**src/design/label_bounding_box_tracker_top_macros.svh**
```systemverilog
// assertion macros for the label bounding box tracker
`ifndef LABEL_BOUNDING_BOX_TRACKER_TOP_MACROS_SVH
`define LABEL_BOUNDING_BOX_TRACKER_TOP_MACROS_SVH

`ifndef SYNTHESIS
`define LBBT_ASSERT_SAME(name, clock, resetn, ante, cons, msg) \
    name: assert property (@(posedge clock) disable iff (!resetn) (ante) |-> (cons)) \
        else $error(msg);
`define LBBT_ASSERT_NEXT(name, clock, resetn, ante, cons, msg) \
    name: assert property (@(posedge clock) disable iff (!resetn) (ante) |=> (cons)) \
        else $error(msg);
`else
`define LBBT_ASSERT_SAME(name, clock, resetn, ante, cons, msg)
`define LBBT_ASSERT_NEXT(name, clock, resetn, ante, cons, msg)
`endif

`endif

```
**src/design/lbbt_pkg.sv**
```systemverilog
// shared constants and types of the label bounding box tracker
package lbbt_pkg;

    localparam int MAX_DIM_DEFAULT = 4096;
    localparam int COORD_W_DEFAULT = $clog2(MAX_DIM_DEFAULT);
    localparam int PIXEL_W = 8;
    localparam int CFG_W = 13;
    localparam int CFG_ADDR_W = 1;
    localparam int LABEL_COUNT = 5;
    localparam int LABEL_IDX_W = $clog2(LABEL_COUNT);

    localparam logic [PIXEL_W-1:0] LABEL_FIRST = 8'd201;
    localparam logic [PIXEL_W-1:0] LABEL_NONE = 8'd0;

    localparam logic [CFG_ADDR_W-1:0] REG_IMAGE_WIDTH = 1'd0;
    localparam logic [CFG_ADDR_W-1:0] REG_IMAGE_HEIGHT = 1'd1;

    localparam logic [CFG_W-1:0] IMAGE_WIDTH_RESET = 13'd640;
    localparam logic [CFG_W-1:0] IMAGE_HEIGHT_RESET = 13'd480;

    // registered pixel word status
    typedef struct packed {
        logic valid;
        logic frame_end;
    } px_ctrl_t;

    // drain sequencer status toward raster and store
    typedef struct packed {
        logic                   busy;
        logic [LABEL_COUNT-1:0] clear;
    } drain_ctrl_t;

endpackage

```
**src/design/lbbt_ifs.sv**
```systemverilog
// pixel and box channel interfaces
interface lbbt_pixel_if;
    import lbbt_pkg::*;

    logic               valid;
    logic               ready;
    logic [PIXEL_W-1:0] pixel;

    modport source (output valid, output pixel, input ready);
    modport sink (input valid, input pixel, output ready);
endinterface

interface lbbt_box_if #(
    parameter int CW = lbbt_pkg::COORD_W_DEFAULT
);
    import lbbt_pkg::*;

    logic               valid;
    logic               ready;
    logic [PIXEL_W-1:0] label;
    logic [CW-1:0]      box_x;
    logic [CW-1:0]      box_y;
    logic [CW:0]        box_width;
    logic [CW:0]        box_height;
    logic               found;
    logic               last;

    modport source (
        output valid, output label, output box_x, output box_y,
        output box_width, output box_height, output found, output last,
        input ready
    );
    modport sink (
        input valid, input label, input box_x, input box_y,
        input box_width, input box_height, input found, input last,
        output ready
    );
endinterface

```
**src/design/lbbt_raster.sv**
```systemverilog
// size registers, raster counters and pixel input register
module lbbt_raster #(
    parameter int MAX_DIM = lbbt_pkg::MAX_DIM_DEFAULT,
    parameter int CW = $clog2(MAX_DIM)
) (
    input  logic                              clk,
    input  logic                              rst_n,
    input  logic                              cfg_wen,
    input  logic [lbbt_pkg::CFG_ADDR_W-1:0]   cfg_addr,
    input  logic [lbbt_pkg::CFG_W-1:0]        cfg_data,
    lbbt_pixel_if.sink                        pixels,
    input  lbbt_pkg::drain_ctrl_t             drain,
    output lbbt_pkg::px_ctrl_t                px,
    output logic [lbbt_pkg::PIXEL_W-1:0]      px_pixel,
    output logic [CW-1:0]                     px_col,
    output logic [CW-1:0]                     px_row
);
    import lbbt_pkg::*;

    localparam int SW = CW + 1;
    localparam int CMPW = (CFG_W > SW) ? CFG_W : SW;

    logic [CFG_W-1:0]   width_reg, width_next;
    logic [CFG_W-1:0]   height_reg, height_next;
    logic [CW-1:0]      col_reg, col_next;
    logic [CW-1:0]      row_reg, row_next;
    px_ctrl_t           px_reg, px_next;
    logic [PIXEL_W-1:0] pixel_reg;
    logic [CW-1:0]      px_col_reg;
    logic [CW-1:0]      px_row_reg;

    logic [CMPW-1:0] width_ext;
    logic [CMPW-1:0] height_ext;
    logic [SW-1:0]   width_eff;
    logic [SW-1:0]   height_eff;
    logic            row_end;
    logic            frame_end;
    logic            accept;

    always_comb
    begin
        width_ext = CMPW'(width_reg);
        height_ext = CMPW'(height_reg);
        if (width_ext == '0)
            width_eff = SW'(1);
        else if (width_ext > CMPW'(MAX_DIM))
            width_eff = SW'(MAX_DIM);
        else
            width_eff = SW'(width_ext);
        if (height_ext == '0)
            height_eff = SW'(1);
        else if (height_ext > CMPW'(MAX_DIM))
            height_eff = SW'(MAX_DIM);
        else
            height_eff = SW'(height_ext);
    end

    assign row_end = (SW'(col_reg) + SW'(1)) >= width_eff;
    assign frame_end = row_end && ((SW'(row_reg) + SW'(1)) >= height_eff);

    // hold off while the last pixel of a frame is still ahead of the drain and while the drain is busy
    assign pixels.ready = !(px_reg.valid && px_reg.frame_end) && !drain.busy;
    assign accept = pixels.valid && pixels.ready;

    always_comb
    begin
        width_next = width_reg;
        height_next = height_reg;
        if (cfg_wen)
        begin
            case (cfg_addr)
                REG_IMAGE_WIDTH:  width_next = cfg_data;
                REG_IMAGE_HEIGHT: height_next = cfg_data;
                default:          ;
            endcase
        end
    end

    always_comb
    begin
        col_next = col_reg;
        row_next = row_reg;
        if (accept)
        begin
            if (row_end)
            begin
                col_next = '0;
                if (frame_end)
                    row_next = '0;
                else
                    row_next = row_reg + CW'(1);
            end
            else
            begin
                col_next = col_reg + CW'(1);
            end
        end
        px_next.valid = accept;
        px_next.frame_end = accept && frame_end;
    end

    always_ff @(posedge clk or negedge rst_n)
    begin
        if (!rst_n)
        begin
            width_reg <= IMAGE_WIDTH_RESET;
            height_reg <= IMAGE_HEIGHT_RESET;
            col_reg <= '0;
            row_reg <= '0;
            px_reg <= '0;
        end
        else
        begin
            width_reg <= width_next;
            height_reg <= height_next;
            col_reg <= col_next;
            row_reg <= row_next;
            px_reg <= px_next;
        end
    end

    always_ff @(posedge clk)
    begin
        if (accept)
        begin
            pixel_reg <= pixels.pixel;
            px_col_reg <= col_reg;
            px_row_reg <= row_reg;
        end
    end

    assign px = px_reg;
    assign px_pixel = pixel_reg;
    assign px_col = px_col_reg;
    assign px_row = px_row_reg;
endmodule

```
**src/design/lbbt_store.sv**
```systemverilog
// per label seen flags and min / max extents
module lbbt_store #(
    parameter int CW = lbbt_pkg::COORD_W_DEFAULT
) (
    input  logic                               clk,
    input  logic                               rst_n,
    input  lbbt_pkg::px_ctrl_t                 px,
    input  logic [lbbt_pkg::PIXEL_W-1:0]       px_pixel,
    input  logic [CW-1:0]                      px_col,
    input  logic [CW-1:0]                      px_row,
    input  lbbt_pkg::drain_ctrl_t              drain,
    output logic [lbbt_pkg::LABEL_COUNT-1:0]   seen,
    output logic [CW-1:0]                      min_col [lbbt_pkg::LABEL_COUNT],
    output logic [CW-1:0]                      max_col [lbbt_pkg::LABEL_COUNT],
    output logic [CW-1:0]                      min_row [lbbt_pkg::LABEL_COUNT],
    output logic [CW-1:0]                      max_row [lbbt_pkg::LABEL_COUNT]
);
    import lbbt_pkg::*;

    logic [LABEL_COUNT-1:0] seen_reg, seen_next;
    logic [CW-1:0]          min_col_reg [LABEL_COUNT];
    logic [CW-1:0]          max_col_reg [LABEL_COUNT];
    logic [CW-1:0]          min_row_reg [LABEL_COUNT];
    logic [CW-1:0]          max_row_reg [LABEL_COUNT];
    logic [CW-1:0]          min_col_next [LABEL_COUNT];
    logic [CW-1:0]          max_col_next [LABEL_COUNT];
    logic [CW-1:0]          min_row_next [LABEL_COUNT];
    logic [CW-1:0]          max_row_next [LABEL_COUNT];
    logic [LABEL_COUNT-1:0] hit;

    always_comb
    begin
        for (int k = 0; k < LABEL_COUNT; k++)
        begin
            hit[k] = px.valid && (px_pixel == LABEL_FIRST + PIXEL_W'(k));
            seen_next[k] = seen_reg[k];
            min_col_next[k] = min_col_reg[k];
            max_col_next[k] = max_col_reg[k];
            min_row_next[k] = min_row_reg[k];
            max_row_next[k] = max_row_reg[k];
            if (drain.clear[k])
            begin
                seen_next[k] = 1'b0;
            end
            else if (hit[k])
            begin
                seen_next[k] = 1'b1;
                // first hit loads the extents from the current position
                if (!seen_reg[k] || px_col < min_col_reg[k])
                    min_col_next[k] = px_col;
                if (!seen_reg[k] || px_col > max_col_reg[k])
                    max_col_next[k] = px_col;
                if (!seen_reg[k] || px_row < min_row_reg[k])
                    min_row_next[k] = px_row;
                if (!seen_reg[k] || px_row > max_row_reg[k])
                    max_row_next[k] = px_row;
            end
        end
    end

    always_ff @(posedge clk or negedge rst_n)
    begin
        if (!rst_n)
            seen_reg <= '0;
        else
            seen_reg <= seen_next;
    end

    always_ff @(posedge clk)
    begin
        for (int k = 0; k < LABEL_COUNT; k++)
        begin
            min_col_reg[k] <= min_col_next[k];
            max_col_reg[k] <= max_col_next[k];
            min_row_reg[k] <= min_row_next[k];
            max_row_reg[k] <= max_row_next[k];
        end
    end

    assign seen = seen_reg;
    assign min_col = min_col_reg;
    assign max_col = max_col_reg;
    assign min_row = min_row_reg;
    assign max_row = max_row_reg;
endmodule

```
**src/design/lbbt_drain.sv**
```systemverilog
// end of frame drain sequencer and box output register
module lbbt_drain #(
    parameter int CW = lbbt_pkg::COORD_W_DEFAULT
) (
    input  logic                               clk,
    input  logic                               rst_n,
    input  lbbt_pkg::px_ctrl_t                 px,
    input  logic [lbbt_pkg::LABEL_COUNT-1:0]   seen,
    input  logic [CW-1:0]                      min_col [lbbt_pkg::LABEL_COUNT],
    input  logic [CW-1:0]                      max_col [lbbt_pkg::LABEL_COUNT],
    input  logic [CW-1:0]                      min_row [lbbt_pkg::LABEL_COUNT],
    input  logic [CW-1:0]                      max_row [lbbt_pkg::LABEL_COUNT],
    output lbbt_pkg::drain_ctrl_t              drain,
    lbbt_box_if.source                         boxes
);
    import lbbt_pkg::*;

    localparam int SW = CW + 1;

    logic                   busy_reg, busy_next;
    logic                   valid_reg, valid_next;
    logic [PIXEL_W-1:0]     label_reg;
    logic [CW-1:0]          box_x_reg;
    logic [CW-1:0]          box_y_reg;
    logic [SW-1:0]          box_width_reg;
    logic [SW-1:0]          box_height_reg;
    logic                   found_reg;
    logic                   last_reg;

    logic                   load;
    logic                   any_seen;
    logic [LABEL_IDX_W-1:0] idx;
    logic [LABEL_COUNT-1:0] pick;
    logic                   is_last;

    // lowest seen label goes first
    always_comb
    begin
        idx = '0;
        for (int k = LABEL_COUNT - 1; k >= 0; k--)
        begin
            if (seen[k])
                idx = LABEL_IDX_W'(k);
        end
    end

    assign any_seen = |seen;
    assign pick = seen & (~seen + LABEL_COUNT'(1));
    assign is_last = (seen & ~pick) == '0;
    assign load = busy_reg && (!valid_reg || boxes.ready);

    always_comb
    begin
        busy_next = busy_reg;
        valid_next = valid_reg;
        if (valid_reg && boxes.ready)
            valid_next = 1'b0;
        if (px.valid && px.frame_end)
            busy_next = 1'b1;
        if (load)
        begin
            valid_next = 1'b1;
            if (is_last)
                busy_next = 1'b0;
        end
    end

    always_ff @(posedge clk or negedge rst_n)
    begin
        if (!rst_n)
        begin
            busy_reg <= 1'b0;
            valid_reg <= 1'b0;
        end
        else
        begin
            busy_reg <= busy_next;
            valid_reg <= valid_next;
        end
    end

    always_ff @(posedge clk)
    begin
        if (load)
        begin
            if (any_seen)
            begin
                label_reg <= LABEL_FIRST + PIXEL_W'(idx);
                box_x_reg <= min_col[idx];
                box_y_reg <= min_row[idx];
                box_width_reg <= SW'(max_col[idx]) - SW'(min_col[idx]) + SW'(1);
                box_height_reg <= SW'(max_row[idx]) - SW'(min_row[idx]) + SW'(1);
                found_reg <= 1'b1;
            end
            else
            begin
                label_reg <= LABEL_NONE;
                box_x_reg <= '0;
                box_y_reg <= '0;
                box_width_reg <= '0;
                box_height_reg <= '0;
                found_reg <= 1'b0;
            end
            last_reg <= is_last;
        end
    end

    assign drain.busy = busy_reg;
    assign drain.clear = load ? pick : '0;

    assign boxes.valid = valid_reg;
    assign boxes.label = label_reg;
    assign boxes.box_x = box_x_reg;
    assign boxes.box_y = box_y_reg;
    assign boxes.box_width = box_width_reg;
    assign boxes.box_height = box_height_reg;
    assign boxes.found = found_reg;
    assign boxes.last = last_reg;
endmodule

```
**src/design/label_bounding_box_tracker_top.sv**
```systemverilog
// top level of the label bounding box tracker
// Takes one label pixel per clock in raster order, unless held off at a frame end, and tracks
// the extents of labels 201 to 205. The word holding the last pixel of a frame is registered,
// then the store takes it in the next cycle; after that the drain sequencer sends one box per
// seen label, lowest label first, one per cycle through the output register while the output
// is not stalled, or a single empty box when no label was seen. Input pauses after the last
// pixel of a frame while that word is registered and while the drain is busy, so longer while
// the output is stalled; otherwise a pixel is taken every cycle.
`include "label_bounding_box_tracker_top_macros.svh"

module label_bounding_box_tracker_top #(
    parameter int MAX_DIM = lbbt_pkg::MAX_DIM_DEFAULT
) (
    input  logic                            clk,
    input  logic                            rst_n,
    input  logic                            cfg_wen,
    input  logic [lbbt_pkg::CFG_ADDR_W-1:0] cfg_addr,
    input  logic [lbbt_pkg::CFG_W-1:0]      cfg_data,
    lbbt_pixel_if.sink                      pixels,
    lbbt_box_if.source                      boxes
);
    import lbbt_pkg::*;

    localparam int CW = $clog2(MAX_DIM);

    px_ctrl_t               px;
    drain_ctrl_t            drain;
    logic [PIXEL_W-1:0]     px_pixel;
    logic [CW-1:0]          px_col;
    logic [CW-1:0]          px_row;
    logic [LABEL_COUNT-1:0] seen;
    logic [CW-1:0]          min_col [LABEL_COUNT];
    logic [CW-1:0]          max_col [LABEL_COUNT];
    logic [CW-1:0]          min_row [LABEL_COUNT];
    logic [CW-1:0]          max_row [LABEL_COUNT];

    lbbt_raster #(
        .MAX_DIM (MAX_DIM),
        .CW      (CW)
    ) u_raster (
        .clk      (clk),
        .rst_n    (rst_n),
        .cfg_wen  (cfg_wen),
        .cfg_addr (cfg_addr),
        .cfg_data (cfg_data),
        .pixels   (pixels),
        .drain    (drain),
        .px       (px),
        .px_pixel (px_pixel),
        .px_col   (px_col),
        .px_row   (px_row)
    );

    lbbt_store #(
        .CW (CW)
    ) u_store (
        .clk      (clk),
        .rst_n    (rst_n),
        .px       (px),
        .px_pixel (px_pixel),
        .px_col   (px_col),
        .px_row   (px_row),
        .drain    (drain),
        .seen     (seen),
        .min_col  (min_col),
        .max_col  (max_col),
        .min_row  (min_row),
        .max_row  (max_row)
    );

    lbbt_drain #(
        .CW (CW)
    ) u_drain (
        .clk     (clk),
        .rst_n   (rst_n),
        .px      (px),
        .seen    (seen),
        .min_col (min_col),
        .max_col (max_col),
        .min_row (min_row),
        .max_row (max_row),
        .drain   (drain),
        .boxes   (boxes)
    );

    `LBBT_ASSERT_SAME(a_no_pixel_in_drain, clk, rst_n, drain.busy, !pixels.ready, "pixel taken during drain")
    `LBBT_ASSERT_NEXT(a_frame_end_starts_drain, clk, rst_n, px.valid && px.frame_end, drain.busy, "drain did not start")
    `LBBT_ASSERT_SAME(a_empty_box_is_last, clk, rst_n, boxes.valid && !boxes.found, boxes.last, "empty box not last")
    `LBBT_ASSERT_SAME(a_store_cleared_after_drain, clk, rst_n, $fell(drain.busy), !(|seen), "store not cleared")
endmodule
```
**src/flat_wrapper.sv**
```systemverilog
// flat-port wrapper written by rule: the top's interface ports become plain ports
module label_bounding_box_tracker_top_flat import lbbt_pkg::*;
#(
    parameter int MAX_DIM = lbbt_pkg::MAX_DIM_DEFAULT
)
  (clk, rst_n, cfg_wen, cfg_addr, cfg_data, pixels_valid, pixels_pixel, pixels_ready, boxes_valid, boxes_label, boxes_box_x, boxes_box_y, boxes_box_width, boxes_box_height, boxes_found, boxes_last, boxes_ready);
  lbbt_pixel_if pixels_i ();
  lbbt_box_if boxes_i ();
  input  logic clk;
  input  logic rst_n;
  input  logic cfg_wen;
  input  logic [lbbt_pkg::CFG_ADDR_W-1:0] cfg_addr;
  input  logic [lbbt_pkg::CFG_W-1:0] cfg_data;
  input wire logic [$bits(pixels_i.valid)-1:0] pixels_valid;
  input wire logic [$bits(pixels_i.pixel)-1:0] pixels_pixel;
  output wire logic [$bits(pixels_i.ready)-1:0] pixels_ready;
  output wire logic [$bits(boxes_i.valid)-1:0] boxes_valid;
  output wire logic [$bits(boxes_i.label)-1:0] boxes_label;
  output wire logic [$bits(boxes_i.box_x)-1:0] boxes_box_x;
  output wire logic [$bits(boxes_i.box_y)-1:0] boxes_box_y;
  output wire logic [$bits(boxes_i.box_width)-1:0] boxes_box_width;
  output wire logic [$bits(boxes_i.box_height)-1:0] boxes_box_height;
  output wire logic [$bits(boxes_i.found)-1:0] boxes_found;
  output wire logic [$bits(boxes_i.last)-1:0] boxes_last;
  input wire logic [$bits(boxes_i.ready)-1:0] boxes_ready;
  assign pixels_i.valid = pixels_valid;
  assign pixels_i.pixel = pixels_pixel;
  assign pixels_ready = pixels_i.ready;
  assign boxes_valid = boxes_i.valid;
  assign boxes_label = boxes_i.label;
  assign boxes_box_x = boxes_i.box_x;
  assign boxes_box_y = boxes_i.box_y;
  assign boxes_box_width = boxes_i.box_width;
  assign boxes_box_height = boxes_i.box_height;
  assign boxes_found = boxes_i.found;
  assign boxes_last = boxes_i.last;
  assign boxes_i.ready = boxes_ready;
  label_bounding_box_tracker_top #(.MAX_DIM(MAX_DIM)) u_core (.clk(clk), .rst_n(rst_n), .cfg_wen(cfg_wen), .cfg_addr(cfg_addr), .cfg_data(cfg_data), .pixels(pixels_i), .boxes(boxes_i));
endmodule
```
**config.mk**
```make
export PLATFORM = sky130hd
export DESIGN_NAME = label_bounding_box_tracker_top_flat
export DESIGN_NICKNAME = d
export VERILOG_FILES = /design/src/design/lbbt_pkg.sv /design/src/design/lbbt_ifs.sv /design/src/design/lbbt_raster.sv /design/src/design/lbbt_store.sv /design/src/design/lbbt_drain.sv /design/src/design/label_bounding_box_tracker_top.sv /design/src/flat_wrapper.sv
export VERILOG_INCLUDE_DIRS = /design/src /design/src/design
export SDC_FILE = /design/constraint.sdc
export NUM_CORES = 1
export LEC_CHECK = 0
export ABC_AREA = 1
export ABC_CLOCK_PERIOD_IN_PS = 3320
export BUFFER_PORTS_ARGS = -buffer_cell sky130_fd_sc_hd__buf_4
export CORE_MARGIN = 4
export CORE_UTILIZATION = 57
export CTS_BUF_LIST = sky130_fd_sc_hd__clkbuf_4 sky130_fd_sc_hd__clkbuf_8 sky130_fd_sc_hd__clkbuf_16
export DETAILED_ROUTE_END_ITERATION = 6
export MAX_ROUTING_LAYER = met4
export PLACE_DENSITY = 0.79
export SLEW_MARGIN = 20
export SYNTH_ARGS = -nofsm -noshare
export SYNTH_HDL_FRONTEND = slang
export SYNTH_SLANG_ARGS = --single-unit
```
**constraint.sdc**
```tcl
create_clock -name clk -period 3.32 [get_ports clk]
set_clock_uncertainty 0.1 [all_clocks]
set_input_delay 0.332 -clock clk [delete_from_list [all_inputs] [get_ports clk]]
set_output_delay 0.332 -clock clk [all_outputs]
set_load 0.02 [all_outputs]
```
==> run metrics, run 1 <==
Fillers=2641; Hold Crit Depth=3; CP startpoint kind=register; Vias/cell=5.93; area grow syn2layout=23.6%; M1 WL=25500 um; failing checks=setup timing; commonest cells in the netlist=516 x nand2_1, 375 x inv_1, 330 x edfxtp_1, 306 x ha_1, 206 x a21oi_1; routed len/inst=20.0 um; Total GRT Usage=28.6%; Fmax=287 MHz; clk slew on worst S/H paths=60 ps; Slowest-stage cell, CP=dfrtp_2; CP Capture Type=register; status=finished, violations left; Tmin final=3490 ps; cell with the most instances after synthesis=nand2_1; Vias=19.4k; top_reg_cell synth=edfxtp_1; endpoints failing hold=0; Leak=13.3 nW; Slew Limit Headroom=40.2%; number of global-route vias before repair=18.8k; Mapped Area=23000 um2; Fin Setup TNS=-792 ps; pin count of the biggest net entering global routing=60; Post-DP HPWL=43400 um; Post-Syn Area per Cell=9.48 um2; grt total ovfl=0; CTS sink count=389; Die W=209 um; CTS tree=built; final core occ=71.4%; Syn Nets=2761; reg2reg start=u_core.u_store.seen[3]$_DFFE_PN0P_; Iter 0 DRT Violations=2223; layout cells sized above 1=19.2%; DIE AREA=43600 um2; crit share post-route=105%; R2R Setup Slk=-170 ps; clk root buf=clkbuf_16; initial core utilization=57.8%; async set-reset flop share out of synthesis=15.2%; CTS Buffer Depth=3; Top Ports=89; CP max FO=14; Hold Path Sink=u_core.u_raster.height_ext[10]$_DFFE_PN0P_; Worst VDD drop=0.000628 V; Synth Instances=2426; First-pass DRT Iterations=6; Synth top area share=43.1%; Met3 Wirelength=6720 um; Area contributors post-synth=edfxtp_1 43%, ha_1 17%, nand2_1 8.4%; crit path DAT=3710 ps; worst hold path type=primary input to register; post-route ant nets=0; max-slew violation count=0; reg2reg end=u_core.u_drain.boxes.box_width[12]$_SDFFCE_PN0P_; P per Cell Area=1030 nW/um2; Residual DRC=0; row cnt=73; Setup WS post-layout=-167 ps; critical path type=register to register; Clock Latency Late Sink=580 ps; WP data required=3550 ps; post-synth cell types=37; Top Layer Used=met4; Placeable Area=39800 um2; crit-path most repeated cell=nand2_1; initial antenna violation count=0; nets@finish=3053; Hold Crit Start=cfg_data[10]; IO buf count=87; final wirelength=65600 um; Synth Register Bits=389; critical path cell sequence=nand2_1 -> nand2_4 -> nand2_8 -> buf_8 -> clkbuf_16 -> nand2_1 -> nand2_1 -> a21oi_1 -> o22ai_2 -> ha_1 -> ha_4 -> nand2_1 -> nor2_2 -> nand2_1 -> nand2_2 -> nand2_1 -> nand2_1 -> nand2_1 -> nand2_1 -> nor2_1; max_cap viols=0; Final Setup Violations=15; Yosys Warn Count=0; number of synthesized flops with an enable pin=330; WL met2=30900 um; area leader, netlist=edfxtp_1; Hold WS=24.8 ps; sequential share of the synthesized area=49.5%; Worst Tran Pin Value=891 ps; # H-tree levels=2; max incr delay on CP=430 ps; first-pass GRT wire length=97900 um; RSZ-0062 raised after global routing=true; CTS Buf Count=42; Final GP Congestion=0.933; die height=209 um; Inserted Diodes=0; r2r worst-path depth=20
[kinds of logic after synthesis]
logic type | count (synthesis) | share of synthesized area, %
buffers and inverters | 443 | 7.73
other | 1 | 0.0163
DFF | 389 | 49.5
xor gates and xnor gates | 18 | 0.685
adders and majority gates | 308 | 16.8
and+or+nand+nor | 813 | 14.6
AOI/OAI and AO/OA | 454 | 10.7
[stage by stage]
stage | instances | setup WS (ps) | instance area, um2 | total power, mW
floorplan | 2426 | 29.3 | 23000 | 14.1
global placement | 3132 | -115 | 25300 | 18.3
detailed placement | 3132 | -248 | 25300 | 18.7
CTS | 3252 | -0.592 | 27500 | 25.5
global route | 3275 | -168 | 28400 | 30.6
finish | 3275 | -167 | 28400 | 29.2
[worst max path at each step]
stage	start	end	slack, ps	cells after the start
after global routing	u_core.u_store.seen[3]$_DFFE_PN0P_	u_core.u_drain.boxes.box_width[12]$_SDFFCE_PN0P_	-170	20
after global placement	u_core.u_store.seen[3]$_DFFE_PN0P_	u_core.u_drain.boxes.box_height[11]$_SDFFCE_PN0P_	-110	21
after floorplan	u_core.u_store.seen[3]$_DFFE_PN0P_	u_core.u_drain.boxes.box_height[11]$_SDFFCE_PN0P_	30	21
final	u_core.u_store.seen[3]$_DFFE_PN0P_	u_core.u_drain.boxes.box_width[12]$_SDFFCE_PN0P_	-170	20
after CTS	u_core.u_store.seen[2]$_DFFE_PN0P_	u_core.u_drain.boxes.box_width[3]$_SDFFCE_PN0P_	-0.6	20
after detailed placement	u_core.u_store.seen[3]$_DFFE_PN0P_	u_core.u_drain.boxes.box_height[11]$_SDFFCE_PN0P_	-250	21
[layer usage]
layer | vias up | GRT usage, %
met2 | 1158 | 45.4
li1 | 8891 | -
met3 | 203 | 5.16
met1 | 9182 | 37.8
met5 | - | -
met4 | 0 | 9.05
[report_power, final]
group	switching, mW	leakage, nW	internal, mW
clock	2.04	0.743	3.25
sequential	0.619	3.78	6.39
combinational	9.57	8.77	7.33
total	12.2	13.3	17.0
[cell type report]
| class | instances | area (um2) | share of cell area (%) |
|---|---|---|---|
| Sequential cell | 389 | 11400 | 40.1 |
| Inverter | 383 | 1450 | 5.11 |
| Tap cell | 525 | 657 | 2.31 |
| Multi-Input combinational cell | 1595 | 10700 | 37.7 |
| Clock buffer | 46 | 1140 | 4.01 |
| Timing Repair Buffer | 307 | 2670 | 9.37 |
| Clock inverter | 30 | 409 | 1.44 |
[critical path, delay by kind of cell, from the launching register on]
family          cells  cell delay [ps]
compound gates      2              410
fa+ha+maj           2              670
buf+inv             2              330
flops               1              430
simple gates       14             1280
[layout by cell type, fill, tap and decap left out, types with 11 or more instances in the layout]
cell	synthesis	layout
xor2_1	11	11
nor3_1	32	30
o211ai_1	52	52
o21ai_0	156	134
inv_1	375	365
clkinv_1	2	12
o21ai_1	9	20
nand4_1	36	36
ha_1	306	277
nand2_1	516	485
clkbuf_16	0	48
nand3_1	84	74
dlygate4sd3_1	0	21
a21oi_1	206	173
ha_4	0	28
dfrtp_1	53	50
buf_4	10	254
inv_2	6	12
buf_12	0	14
a21oi_2	0	26
edfxtp_1	330	330
nor2_1	126	118
buf_6	5	12
nand2_2	1	26
[what timing repair did]
| item | 4_1_cts | 5_1_grt |
|---|---|---|
| pin swaps | 36 | 70 |
| resized for setup | 67 | 151 |
| gates cloned | 1 | 4 |
| hold buffers | 21 | 0 |
| hold endpoints to repair | 82 | 0 |
| setup endpoints to repair | 16 | 35 |
| setup buffers | 22 | 19 |
Power figures use the tool's default switching activity.
==> run 2, diff against run 1 <==
- CORE_MARGIN: 4 -> 3
- CORE_UTILIZATION: 57 -> 50
- HOLD_SLACK_MARGIN: default -> 0.1
- PLACE_DENSITY: 0.79 -> 0.71
==> run metrics, run 2 (same netlist as run 1, synthesis figures left out) <==
max_cap viols=0 (unchanged); most frequent cells in the layout=482 x nand2_1, 367 x inv_1, 330 x edfxtp_1; Final GP Congestion=0.969 (+3.9%); Inst Count DP=3189 (+1.8%); WP data required=3550 ps (about the same); area grow syn2layout=22.3%; fin area=28100 um2 (-1.0%); Top Ports=89 (unchanged); DIE AREA=48600 um2 (+11%); grt total ovfl=0 (unchanged); Vias=18.3k (-5.9%); Post-DP HPWL=43100 um (-0.55%); Placeable Area=44800 um2 (+12%); Die W=221 um (+5.6%); First-pass DRT Iterations=5 (-1); max-slew violation count=0 (unchanged); r2r worst-path depth=21 (+5.0%); initial core utilization=51.4% (-6.4 points); CP startpoint kind=register; Vias/cell=5.52 (-7.0%); Leak=13.1 nW (-1.2%); initial antenna violation count=0 (unchanged); final wirelength=60200 um (-8.2%); Slowest-stage cell, CP=dfrtp_2; # H-tree levels=2 (unchanged); critical path type=register to register; row cnt=77 (+5.5%); critical path cell sequence=nor2_4 -> inv_2 -> nor2_4 -> clkinv_4 -> o211ai_1 -> nand2_1 -> nand2_2 -> nand2_2 -> ha_4 -> inv_4 -> ha_4 -> inv_4 -> fa_2 -> inv_2 -> nand3_2 -> nand2_2 -> a21oi_2 -> o21ai_2 -> nand2_1 -> nand2_1 -> nor2_1; post-route ant nets=0 (unchanged); Final Setup Violations=4 (-11); crit share post-route=101% (-3.7 points); CTS Buf Count=42 (unchanged); reg2reg end=u_core.u_drain.boxes.box_height[11]$_SDFFCE_PN0P_; CP Capture Type=register; routed len/inst=18.2 um (-9.3%); Fmax=297 MHz (+3.6%); pin count of the biggest net entering global routing=61 (+1.7%); layout cells sized above 1=18.4% (-0.76 points); Worst Tran Pin Value=863 ps (-27.7 ps); Fillers=3463 (+31%); most common cell after layout, fill and taps aside=nand2_1; first-pass GRT wire length=93900 um (-4.0%); Tmin final=3370 ps (-122 ps); Hold WS=263 ps (+238 ps); Setup WS post-layout=-45.6 ps (+122 ps); CTS tree=built; Residual DRC=0 (unchanged); CTS Buffer Depth=3 (unchanged); reg2reg start=u_core.u_store.seen[0]$_DFFE_PN0P_; non-filler cells, final=3314 (+1.2%); number of global-route vias before repair=18.2k (-3.3%); Slew Limit Headroom=42.4% (+2.2 points); failing checks=setup timing; crit path DAT=3590 ps (-120 ps); Inserted Diodes=0 (unchanged); max incr delay on CP=440 ps (about the same); IO buf count=87 (unchanged); status=finished, violations left; die height=221 um (+5.6%); Worst VDD drop=0.000794 V (+26%); R2R Setup Slk=-50 ps (+120 ps); Iter 0 DRT Violations=1880 (-15%); Placed Area=25300 um2 (-0.11%); CP max FO=5 (-9); nets@finish=3027 (-0.85%); CTS sink count=389 (unchanged); Total GRT Usage=25.2% (-3.4 points); clk slew on worst S/H paths=60 ps (about the same); P per Cell Area=977 nW/um2 (-4.9%); endpoints failing hold=0 (unchanged); RSZ-0062 raised after global routing=true; clk root buf=clkbuf_16; Clock Latency Late Sink=570 ps (about the same); worst hold path type=primary input to async pin
-- run 2: changes by cell type in the layout (fill, tap and decap cells not counted), moves of 5 or more --
| cell | previous run | this run |
|---|---|---|
| clkinv_2 | 3 | 8 |
| buf_4 | 254 | 227 |
| o21ai_0 | 134 | 129 |
| o21ai_1 | 20 | 28 |
| nand3_1 | 74 | 65 |
| o21ai_2 | 10 | 5 |
| nand2_2 | 26 | 31 |
| nand3_2 | 10 | 19 |
| bufinv_16 | 10 | 2 |
| clkinv_1 | 12 | 7 |
| a21oi_1 | 173 | 179 |
-- run 2: where the power goes --
group          switching (mW)  leakage [nW]  internal [mW]
sequential              0.564          3.78           6.39
clock                    1.96         0.703           2.84
combinational            8.78          8.64           6.96
total                    11.3          13.1           16.2
-- run 2: how the worst max path moves through the flow --
stage | to | cells past startpoint | slack (ps) | start
3_3_place_gp | u_core.u_drain.boxes.box_height[11]$_SDFFCE_PN0P_ | 21 | -140 | u_core.u_store.seen[2]$_DFFE_PN0P_
4_1_cts | u_core.u_drain.boxes.box_width[7]$_SDFFCE_PN0P_ | 20 | -10 | u_core.u_store.seen[2]$_DFFE_PN0P_
6_report | u_core.u_drain.boxes.box_height[11]$_SDFFCE_PN0P_ | 21 | -50 | u_core.u_store.seen[0]$_DFFE_PN0P_
2_1_floorplan | u_core.u_drain.boxes.box_height[11]$_SDFFCE_PN0P_ | 21 | 30 | u_core.u_store.seen[3]$_DFFE_PN0P_
3_5_place_dp | u_core.u_drain.boxes.box_height[11]$_SDFFCE_PN0P_ | 21 | -160 | u_core.u_store.seen[2]$_DFFE_PN0P_
5_1_grt | u_core.u_drain.boxes.box_height[11]$_SDFFCE_PN0P_ | 21 | -230 | u_core.u_store.seen[0]$_DFFE_PN0P_
-- run 2: final cells by class --
cell class	count	area, um2	area share, %
Clock buffer	54	1260	4.49
Clock inverter	20	159	0.565
Inverter	383	1450	5.14
Multi-Input combinational cell	1595	10700	38.1
Sequential cell	389	11400	40.5
Tap cell	592	741	2.63
Timing Repair Buffer	280	2420	8.58
Timing Repair inverter	1	8.76	0.0311
-- run 2: metal layers --
layer	global-route usage (%)	vias up	share of wire, %
li1	-	8845	-
met1	33.8	8636	43
met2	39.8	689	46
met3	4.37	119	7.5
met4	7.21	0	2.7
met5	-	-	0
-- run 2: timing repair --
item | in CTS | in global routing
setup buffers | 8 | 15
setup endpoints to repair | 16 | 44
resized for setup | 43 | 178
pin swaps | 13 | 71
endpoints found under the hold margin | 88 | 0
hold buffers | 23 | 0
gates cloned | 2 | 3
-- run 2: critical path, delay by kind of cell, from the launching register on --
family                     cells  cell delay [ps]
and+or+nand+nor               10             1130
DFF                            1              440
adders and majority gates      3              750
AOI/OAI and AO/OA              3              330
buffers and inverters          5              390
-- run 2: through the flow --
stage	setup TNS (ps)	total power, mW	setup slack [ps]	utilization (%)
after detailed placement	-1420	18.6	-164	56.4
after CTS	-23.8	24.1	-12.3	60.6
final	-145	27.5	-45.6	62.8
after global routing	-1940	29.4	-228	62.8
after floorplan	0	14.1	29.3	-
after global placement	-569	18.3	-136	56.4
==> run 3, diff against run 2 <==
- ABC_AREA: 1 -> 0
==> run metrics, run 3 <==
Setup WS post-layout=-397 ps (-351 ps); layout cells sized above 1=23.7% (+5.3 points); DIE AREA=48300 um2 (-0.72%); commonest cells in the netlist=330 x edfxtp_1, 306 x ha_1, 250 x inv_1, 226 x nand2_1, 102 x a21oi_1; status=finished, violations left; r2r worst-path depth=18 (-14%); Reg power frac=28.2% (+2.9 points); Final Setup Violations=15 (+11); Slowest-stage cell, CP=dfrtp_2; Residual DRC=0 (unchanged); nets@finish=2751 (-9.1%); initial core utilization=51.1% (-0.27 points); Post-DP HPWL=42400 um (-1.8%); pin count of the biggest net entering global routing=61 (unchanged); Iter 0 DRT Violations=1551 (-18%); top_reg_cell synth=edfxtp_1; most common cell after layout, fill and taps aside=edfxtp_1; cell with the most instances after synthesis=edfxtp_1; # H-tree levels=2 (unchanged); Inserted Diodes=0 (unchanged); Synth Register Bits=389 (unchanged); critical path type=register to register; final wirelength=57800 um (-3.9%); Clock Latency Late Sink=570 ps (about the same); Area contributors post-synth=edfxtp_1 43%, ha_1 17%, dfrtp_1 5.8%; reg2reg end=u_core.u_drain.boxes.box_width[9]$_SDFFCE_PN0P_; routed len/inst=19.0 um (+4.7%); WP data required=3650 ps (+100 ps); CP Capture Type=register; CP startpoint kind=register; Vias/cell=5.65 (+2.3%); CTS tree=built; Vias=17.2k (-6.1%); area leader, netlist=edfxtp_1; First-pass DRT Iterations=5 (unchanged); Psw=7.86 mW (-30%); Total GRT Usage=24.4% (-0.80 points); non-filler cells, final=3041 (-8.2%); Die W=220 um (-0.36%); number of global-route vias before repair=17.2k (-5.4%); crit path DAT=4040 ps (+450 ps); post-synth cell types=68 (+84%); Worst VDD drop=0.000561 V (-29%); Post-Syn Area per Cell=10.9 um2 (+15%); max_cap viols=0 (unchanged); RSZ-0062 raised after global routing=true; grt total ovfl=0 (unchanged); max incr delay on CP=440 ps (about the same); Critical Path Start=u_core.u_store.seen[2]$_DFFE_PN0P_; P per Cell Area=773 nW/um2 (-21%); Slew Limit Headroom=26.0% (-16 points); critical path cell sequence=nand2b_4 -> a21o_4 -> buf_6 -> a31oi_4 -> a21oi_2 -> a31o_1 -> ha_1 -> inv_1 -> ha_2 -> inv_2 -> fa_2 -> nor2b_4 -> o21ai_2 -> a21boi_2 -> buf_4 -> o21ai_4 -> a2111o_1 -> o21ai_1; CTS Buffer Depth=3 (unchanged); die height=220 um (-0.36%); IO buf count=87 (unchanged); Leak=12.8 nW (-2.5%); clk root buf=clkbuf_16; Int Pwr=14.2 mW (-12%); Top Ports=89 (unchanged); first-pass GRT wire length=90800 um (-3.3%); final total power=22.0 mW (-20%); max-slew violation count=0 (unchanged); async set-reset flop share out of synthesis=15.2% (unchanged); reg2reg start=u_core.u_store.seen[2]$_DFFE_PN0P_; worst hold path type=primary input to register; sw frac=35.7% (-5.4 points); CTS sink count=389 (unchanged); Synth Instances=2093 (-14%); Final GP Congestion=0.894 (-7.8%); initial antenna violation count=0 (unchanged); final core occ=63.8% (+0.99 points); Inst Count DP=2916 (-8.6%); R2R Setup Slk=-400 ps (-350 ps); Synth top area share=43.4% (+0.32 points); CP max FO=7 (+2); CTS Buf Count=44 (+4.8%); Placeable Area=44700 um2 (-0.21%); Syn Nets=2428 (-12%); area grow syn2layout=24.9%; Mapped Area=22800 um2 (-0.74%); failing checks=setup timing; clock share of power=22.7% (+5.2 points); most frequent cells in the layout=330 x edfxtp_1, 286 x buf_4, 284 x ha_1; Yosys Warn Count=0 (unchanged); Comb power frac=49.1% (-8.1 points); number of synthesized flops with an enable pin=330 (unchanged); sequential share of the synthesized area=49.9% (+0.37 points); Tmin final=3720 ps (+351 ps); crit share post-route=112% (+11 points); post-route ant nets=0 (unchanged); Fmax=269 MHz (-9.5%); row cnt=77 (unchanged); clk slew on worst S/H paths=60 ps (about the same); Hold Crit Depth=3; CP endpoint=u_core.u_drain.boxes.box_width[9]$_SDFFCE_PN0P_; Worst Tran Pin Value=1110 ps (+247 ps); endpoints failing hold=0 (unchanged)
## run 3: cell types whose count changed after synthesis, moves of 23 or more
cell / change
a21o_1: +87
a21oi_1: -104
a31oi_1: +60
inv_1: -125
mux2_2: +25
nand2_1: -290
nand3_1: -44
nor2_1: -25
nor2b_1: +37
o21a_1: +23
o21ai_0: -107
## run 3: cell families (layout without fill, tap and decap cells)
| logic type | Yosys count | after routing | synth area share (%) |
|---|---|---|---|
| adders and majority gates | 309 | 309 | 17.0 |
| buffers and inverters | 318 | 674 | 5.58 |
| muxes | 26 | 26 | 1.28 |
| and+or+nand+nor | 551 | 551 | 11.5 |
| DFF | 389 | 389 | 49.9 |
| other | 1 | 1 | 0.0164 |
| xor gates and xnor gates | 28 | 28 | 1.07 |
| AOI/OAI and AO/OA | 471 | 471 | 13.7 |
## run 3: worst min path at each step
stage / from / end
6_report: cfg_addr / u_core.u_raster.width_ext[12]$_DFFE_PN0P_
5_1_grt: cfg_addr / u_core.u_raster.width_ext[12]$_DFFE_PN0P_
4_1_cts: cfg_addr / u_core.u_raster.width_ext[12]$_DFFE_PN0P_
3_5_place_dp: rst_n / u_core.u_raster.height_ext[10]$_DFFE_PN0P_
3_3_place_gp: rst_n / u_core.u_raster.row_reg[11]$_DFFE_PN0P_
2_1_floorplan: rst_n / u_core.u_drain.boxes.valid$_DFFE_PN0P_
## run 3: layout make-up
type                            count  area (um2)
Multi-Input combinational cell   1386       11100
Sequential cell                   389       11400
Clock buffer                       61        1290
Timing Repair Buffer              340        2810
Inverter                          255         977
Fill cell                        3338       16200
Clock inverter                     18         196
Tap cell                          592         741
## run 3: what timing repair did
item / 4_1_cts / 5_1_grt
cloned: 1 / 1
buffers inserted: 16 / 11
setup endpoints to repair: 18 / 28
pin swaps: 27 / 53
gates resized for setup: 105 / 87
endpoints found under the hold margin: 88 / 0
hold buffers: 23 / 0
## run 3: worst max-delay path: cells and delay by family, from the launching register on
family,cells,cell delay [ps]
compound gates,9,1490
simple gates,2,310
buf+inv,4,420
flops,1,440
fa+ha+maj,3,820
## run 3: metrics by stage
| stage | setup slack (ps) | cell area [um2] | hold WS (ps) | setup TNS (ps) |
|---|---|---|---|---|
| 2_1_floorplan | -180 | 22900 | -63.6 | -679 |
| 3_3_place_gp | -374 | 25600 | 348 | -4270 |
| 3_5_place_dp | -480 | 25600 | 360 | -5770 |
| 4_1_cts | -288 | 28000 | 192 | -2620 |
| 5_1_grt | -477 | 28500 | 104 | -5170 |
| 6_report | -397 | 28500 | 99.9 | -3110 |
## run 3: power by group through the flow
stage	Combinational (mW)	Clock, mW	Sequential [mW]
final	10.8	5.00	6.22
after global routing	11.8	5.29	6.25
after CTS	9.57	5.08	6.20
after detailed placement	8.37	0	6.30
after global placement	8.11	0	6.29
after floorplan	4.89	0	6.38
## run 3: layer usage
layer  vias up  track usage [%]  part of all wire [%]
li1       8274                -                     -
met1      8221             33.6                    45
met2       580             38.4                    46
met3        93             3.78                   6.9
met4         0             5.90                   2.0
met5         -                -                     0
